## src/rtl/ple_pkg.sv

```systemverilog
// ----------------------------------------------------------------------------
// ple_pkg
// Shared types, request and status codes of the positional list editor.
// ----------------------------------------------------------------------------
package ple_pkg;

    localparam int DEPTH_DEF       = 32;
    localparam int VALUE_WIDTH_DEF = 32;

    localparam logic [2:0] REQ_INSERT  = 3'd0;
    localparam logic [2:0] REQ_REMOVE  = 3'd1;
    localparam logic [2:0] REQ_MOVE    = 3'd2;
    localparam logic [2:0] REQ_REVERSE = 3'd3;
    localparam logic [2:0] REQ_ROTL    = 3'd4;
    localparam logic [2:0] REQ_ROTR    = 3'd5;
    localparam logic [2:0] REQ_READ    = 3'd6;
    localparam logic [2:0] REQ_UNUSED  = 3'd7;  // no operation, plain ok status

    localparam logic [1:0] ST_OK    = 2'd0;
    localparam logic [1:0] ST_RANGE = 2'd1;
    localparam logic [1:0] ST_FULL  = 2'd2;
    localparam logic [1:0] ST_EMPTY = 2'd3;

    // Per-cell operation for one cycle
    typedef enum logic [2:0] {
        OP_HOLD  = 3'd0,  // keep value
        OP_LEFT  = 3'd1,  // take right neighbour
        OP_RIGHT = 3'd2,  // take left neighbour
        OP_LOAD  = 3'd3,  // take the broadcast value
        OP_SWAP  = 3'd4   // take the mirror partner
    } t_cell_op;

endpackage

```

## src/rtl/ple_cell.sv

```systemverilog
// ----------------------------------------------------------------------------
// ple_cell
// One storage cell of the chain: holds one element, shifts to neighbours.
// ----------------------------------------------------------------------------
module ple_cell
    import ple_pkg::*;
#(
    parameter int VALUE_WIDTH = VALUE_WIDTH_DEF
) (
    input  logic                   i_clk,
    input  t_cell_op               i_op,
    input  logic [VALUE_WIDTH-1:0] i_from_left,
    input  logic [VALUE_WIDTH-1:0] i_from_right,
    input  logic [VALUE_WIDTH-1:0] i_load,
    input  logic [VALUE_WIDTH-1:0] i_mirror,
    output logic [VALUE_WIDTH-1:0] o_value
);

    logic [VALUE_WIDTH-1:0] r_value;

    always_ff @(posedge i_clk) begin
        case (i_op)
            OP_LEFT:  r_value <= i_from_right;
            OP_RIGHT: r_value <= i_from_left;
            OP_LOAD:  r_value <= i_load;
            OP_SWAP:  r_value <= i_mirror;
            default:  r_value <= r_value;
        endcase
    end

    assign o_value = r_value;

endmodule

```

## config.mk

```make
export PLATFORM = sky130hd
export DESIGN_NAME = ple_cell
export DESIGN_NICKNAME = d
export VERILOG_FILES = /design/src/rtl/ple_pkg.sv /design/src/rtl/ple_cell.sv
export SDC_FILE = /design/constraint.sdc
export NUM_CORES = 1
export LEC_CHECK = 0
export BUFFER_PORTS_ARGS = -buffer_cell sky130_fd_sc_hd__buf_2
export CORE_UTILIZATION = 41
export DETAILED_ROUTE_END_ITERATION = 10
export PLACE_DENSITY = 0.94
export SKIP_CTS_REPAIR_TIMING = 1
export SYNTH_ARGS = -nofsm -noshare
export SYNTH_HDL_FRONTEND = slang
export SYNTH_SLANG_ARGS = --single-unit
```

## constraint.sdc

```tcl
create_clock -name i_clk -period 3.9 [get_ports i_clk]
set_input_delay 0.195 -clock i_clk [delete_from_list [all_inputs] [get_ports i_clk]]
set_output_delay 0.195 -clock i_clk [all_outputs]
set_load 0.005 [all_outputs]
```

* Word-level counts from Yosys, hierarchy flattened
Index checks and enable logic that the tools add are counted.
** Operators by class
- Reduce and logical (&&, ||, !) cells :: 1
- Equality and inequality tests :: 4
- Mux-type cells :: 1
** Operators by type and width (number)
- 32-bit one-hot mux with 4 select lines :: 1
- 3-bit by 2-bit == test with 1-bit output, second input constant :: 2
- 4-bit nonzero test :: 1
- 3-bit by 1-bit == test with 1-bit output, second input constant :: 1
- 3-bit == test, second input constant :: 1
** Word-level totals
- Input port bits :: 132
- Bits in registers :: 32
- Output and inout bits :: 32
- Logic and storage cells :: 7

* Longest topological paths before layout
- Word-level depth :: 2
- Mapped depth :: 5
- Depth with buffers taken out :: 3

* Least setup slack after synthesis
OpenSTA, ideal clock, no wires.
- Path kind :: input port to flip-flop
- From :: in i_op[0]
- To :: reg r_value[0] (netlist: o_value[0]), enable pin
- Arrival time :: 2.114 ns
- Path buffers :: 1
- Library setup time :: 0.436 ns
- Stages on the path :: 3
- Data required time :: 3.464 ns
- Path slack :: 1.350 ns
- Cell sequence :: buf_2 > nor2_4 > xnor2_1
** On the way
- Longest elaborated chain between the ends :: 2
- Elaborated cells on any way between the ends :: 5
- Those cells by class :: 4 x eq/ne; 1 x reduce/logical
** Ends and longest elaborated chain
- from (decl) :: line ple_cell.sv:11 : input t_cell_op i_op,
- 3-bit == test (tied with other cells) :: line ple_cell.sv:22 : case (i_op)
- 4-bit nonzero test (no source line) *
- to (signal assigned) :: line ple_cell.sv:23 : OP_LEFT: r_value <= i_from_right;
- to (signal assigned) :: line ple_cell.sv:24 : OP_RIGHT: r_value <= i_from_left;
- to (signal assigned) :: line ple_cell.sv:25 : OP_LOAD: r_value <= i_load;
- to (decl) :: line ple_cell.sv:19 : logic [VALUE_WIDTH-1:0] r_value;
Every way passes the cells marked *; elsewhere a longest branch is shown, timed or not.
A chain may end at the register's enable or synchronous reset.

* Worst setup path after layout
- From :: in i_op[0]
- To :: reg r_value[11] (netlist: o_value[11]), data pin
** On the way
- Longest elaborated chain between the ends :: 2
- Elaborated cells on any way between the ends :: 5
- Those cells by class :: 4 x eq/ne; 1 x mux
** Ends and longest elaborated chain (line)
- 3-bit == test (tied with other cells) :: ple_cell.sv:22
- 32-bit one-hot mux with 4 select lines * :: ple_cell.sv:22
Marked as above.

==> Flow_metrics.wiki <==
{| class="wikitable"
! Metric !! Value
|-
| Status || complete, no violations
|-
| Fillcell total || 355
|-
| Register clock-pin slew on the reported worst setup and hold paths || 60 ps
|-
| CP Data Required Time || a little under 4000 ps
|-
| Adder and majority cell fraction of the synthesized area || 0
|-
| Total number of vias || 1863
|-
| Int Pwr || 0.694 mW
|-
| Synthesis warning total || 0
|-
| Fraction of synthesized area in multiplexers || 0.168
|-
| Routed length per placed instance || about 15 um
|-
| Share of synthesized area occupied by flip-flops and latches || 0.504
|-
| WS Path Type || input port to register
|-
| TritonCTS clock tree || built
|-
| Wire length of the first global-routing pass || 8.27 mm
|-
| GP Congestion || ~0.83
|-
| Crit path arrival time || between 1500 and 2000 ps
|-
| Fraction of the mapped netlist area in compound gates || 0.197
|-
| Pleak || 1.34 nW
|-
| ANT cells || 0
|-
| Power per standard cell area || approximately 330 nW/um2
|-
| Unique masters post-synth || 14
|-
| Antenna-violating nets left || 0
|-
| Post-synth EDFFs || 32
|-
| Final critical-path share of the clock period || 0.416
|-
| Floorplan die height || about 70 um
|-
| Share of the synthesized area in the top cell type || 0.504
|-
| Number of buffer cells added on primary ports || ~160
|-
| Fin worst setup slack || about 2300 ps
|-
| Pins over their slew limit || 0
|-
| Antenna violations before repair || 0
|-
| Post-route DRC || 0
|-
| Mean post-synth cell area || 13.0 um2
|-
| Total congestion overflow || 0
|-
| Clock buffers created by TritonCTS || 5
|-
| First-pass DRT Iterations || 4
|-
| Fin nets || 438
|-
| Place WS || ~2000 ps
|-
| Non-filler cells in the finished layout || roughly 360
|-
| Peak fanout along the critical path || 32
|-
| Number of endpoints with negative hold slack in the final report || 0
|-
| Buffer levels on the longest clock path || 2
|-
| Slew @ Worst Pin || around 1100 ps
|-
| Switching share of total power || 0.243
|-
| Mapped Cells || ~150
|-
| Site row count || 24
|-
| Aggregate negative setup slack || 0 ps
|-
| Final worst path period need || ~1600 ps
|-
| CTS H-tree depth || 2
|-
| Number of flip-flops in the largest register || 32
|-
| Largest net degree at the start of global routing || 34
|-
| Root Buffer Master || sky130_fd_sc_hd__clkbuf_8
|-
| GR Util All Layers || 0.212
|-
| Max transition margin || 0.280
|-
| Cell with the biggest individual delay on the critical path || sky130_fd_sc_hd__nand2_1
|-
| Dominant combinational cell family by area after synthesis || compound AO/OA/AOI/OAI gates
|-
| Starting DRC count in detailed routing || about 70
|-
| Number of instances on the worst hold path || 2
|-
| Final routed wirelength across all metal layers || 5.26 mm
|-
| Vias/cell || about 5.2
|-
| Highest attainable clock frequency || between 600 and 700 MHz
|-
| Combinational share of power || 0.255
|-
| Worst path cell trace || buf_2 -> nor2_4 -> nand2_1 -> o221a_1
|-
| Number of flip-flops and latches in the synthesized netlist || 32
|-
| Unrepaired setup endpoints after global routing || no
|-
| Area inside the core boundary || around 4400 um2
|-
| Ranking of synthesized cells by instance count || sky130_fd_sc_hd__nand2_1, sky130_fd_sc_hd__edfxtp_1, sky130_fd_sc_hd__mux2i_1, sky130_fd_sc_hd__o221a_1
|-
| Total setup violations reported at the end of the flow || 0
|-
| Fraction of registers with async set or reset after synthesis || 0
|-
| Synthesized-area fraction occupied by and/or/nand/nor cells || 0.0742
|-
| Flop pwr share || 0.498
|-
| Max Cap Viol || 0
|-
| Worst setup EP type || register
|-
| Total Die Area || just under 5000 um2
|-
| CTS sink count || 32
|-
| Most used standard cell by instance count after synthesis || sky130_fd_sc_hd__nand2_1
|-
| Die outline width || 70.2 um
|-
| Summed instance area of the synthesized netlist || ~1900 um2
|-
| Top cells by area in the synthesized netlist || sky130_fd_sc_hd__edfxtp_1, sky130_fd_sc_hd__o221a_1, sky130_fd_sc_hd__mux2i_1
|-
| Commonest register cell after synthesis || sky130_fd_sc_hd__edfxtp_1
|-
| Startpoint type of the worst setup path || input port
|-
| Post-Place Cell Area || about 2700 um2
|-
| Clock network power share || 0.248
|-
| Largest stage delay on the critical path || about 620 ps
|-
| Area Growth Syn to Fin || 46.8%
|-
| Post-Synth XOR/XNOR Area || 0.00460
|-
| IR drop worst, VDD || 157 uV
|-
| Cell type with the largest total area after synthesis || sky130_fd_sc_hd__edfxtp_1
|-
| Synthesized Nets || 279
|-
| Share of post-route cells with drive strength above 1 || 0.575
|-
| Count of pins on the block boundary || ~160
|-
| Vias in the first global route || around 1800
|-
| Class of the tightest hold or removal check || input port to register
|-
| Initial core utilization || 0.432
|-
| Switching power || 0.223 mW
|-
| DP Cell Count || roughly 350
|-
| Post-route cell area || roughly 2800 um2
|}
[layout make-up]
type / count / area [um2] / area share
sequential: 32 / 961 / 0.343
multi-input combinational: 101 / 856 / 0.306
timing repair buffer: 166 / 838 / 0.300
clock buffer: 6 / 72.6 / 0.0259
tap: 52 / 65.1 / 0.0233
clock inverter: 1 / 5.00 / 0.00179
[through the flow]
stage / power (mW) / utilization / hold WS, ps
after global routing: 0.964 / 0.634 / 256
after floorplan: 0.572 / - / 446
after detailed placement: 0.700 / 0.616 / 536
final: 0.917 / 0.634 / 263
after global placement: 0.692 / 0.616 / 531
after CTS: 0.928 / 0.634 / 254
[power by group through the flow]
stage / Combinational [mW] / Sequential, mW / Clock (mW)
detailed placement: 0.236 / 0.464 / 0
global route: 0.256 / 0.461 / 0.248
global placement: 0.229 / 0.463 / 0
floorplan: 0.0973 / 0.475 / 0
CTS: 0.236 / 0.457 / 0.235
finish: 0.234 / 0.456 / 0.227
[layer usage]
layer	wire length, um	GRT usage
met1	2050	0.251
met2	2830	0.389
met3	293	0.0303
met4	82	0.0711
met5	0	0
[cells by family after synthesis]
| logic type | Yosys count |
|---|---|
| xor+xnor | 1 |
| buf+inv | 14 |
| flops | 32 |
| compound gates | 33 |
| simple gates | 35 |
| mux | 32 |
[placed cells by master (no fill, tap or decap)]
| master | Yosys | final |
|---|---|---|
| sky130_fd_sc_hd__buf_2 | 4 | 163 |
| sky130_fd_sc_hd__nand2_1 | 33 | 33 |
| sky130_fd_sc_hd__mux2i_1 | 32 | 32 |
| sky130_fd_sc_hd__o221a_1 | 32 | 32 |
| sky130_fd_sc_hd__edfxtp_1 | 32 | 32 |
| sky130_fd_sc_hd__clkbuf_8 | 0 | 5 |
| sky130_fd_sc_hd__buf_4 | 1 | 3 |
| sky130_fd_sc_hd__nor2_4 | 1 | 1 |
| sky130_fd_sc_hd__nor2b_2 | 0 | 1 |
| sky130_fd_sc_hd__a21o_4 | 1 | 1 |
| sky130_fd_sc_hd__xnor2_2 | 0 | 1 |
| sky130_fd_sc_hd__clkinv_2 | 0 | 1 |
| sky130_fd_sc_hd__clkbuf_1 | 1 | 1 |
[worst max-delay path, delay by kind of cell]
| kind | cells | cell delay [ps] |
|---|---|---|
| simple gates | 2 | 780 |
| buf+inv | 1 | 120 |
| compound gates | 1 | 530 |
[path summary, 6_finish.rpt]
| kind | from | end | slack, ps |
|---|---|---|---|
| setup / recovery | i_op[0] | o_value[11]$_DFFE_PP_ | 2280 |
| hold / removal | i_from_right[12] | o_value[12]$_DFFE_PP_ | 260 |
No activity file was read; power rests on OpenSTA's default activity.
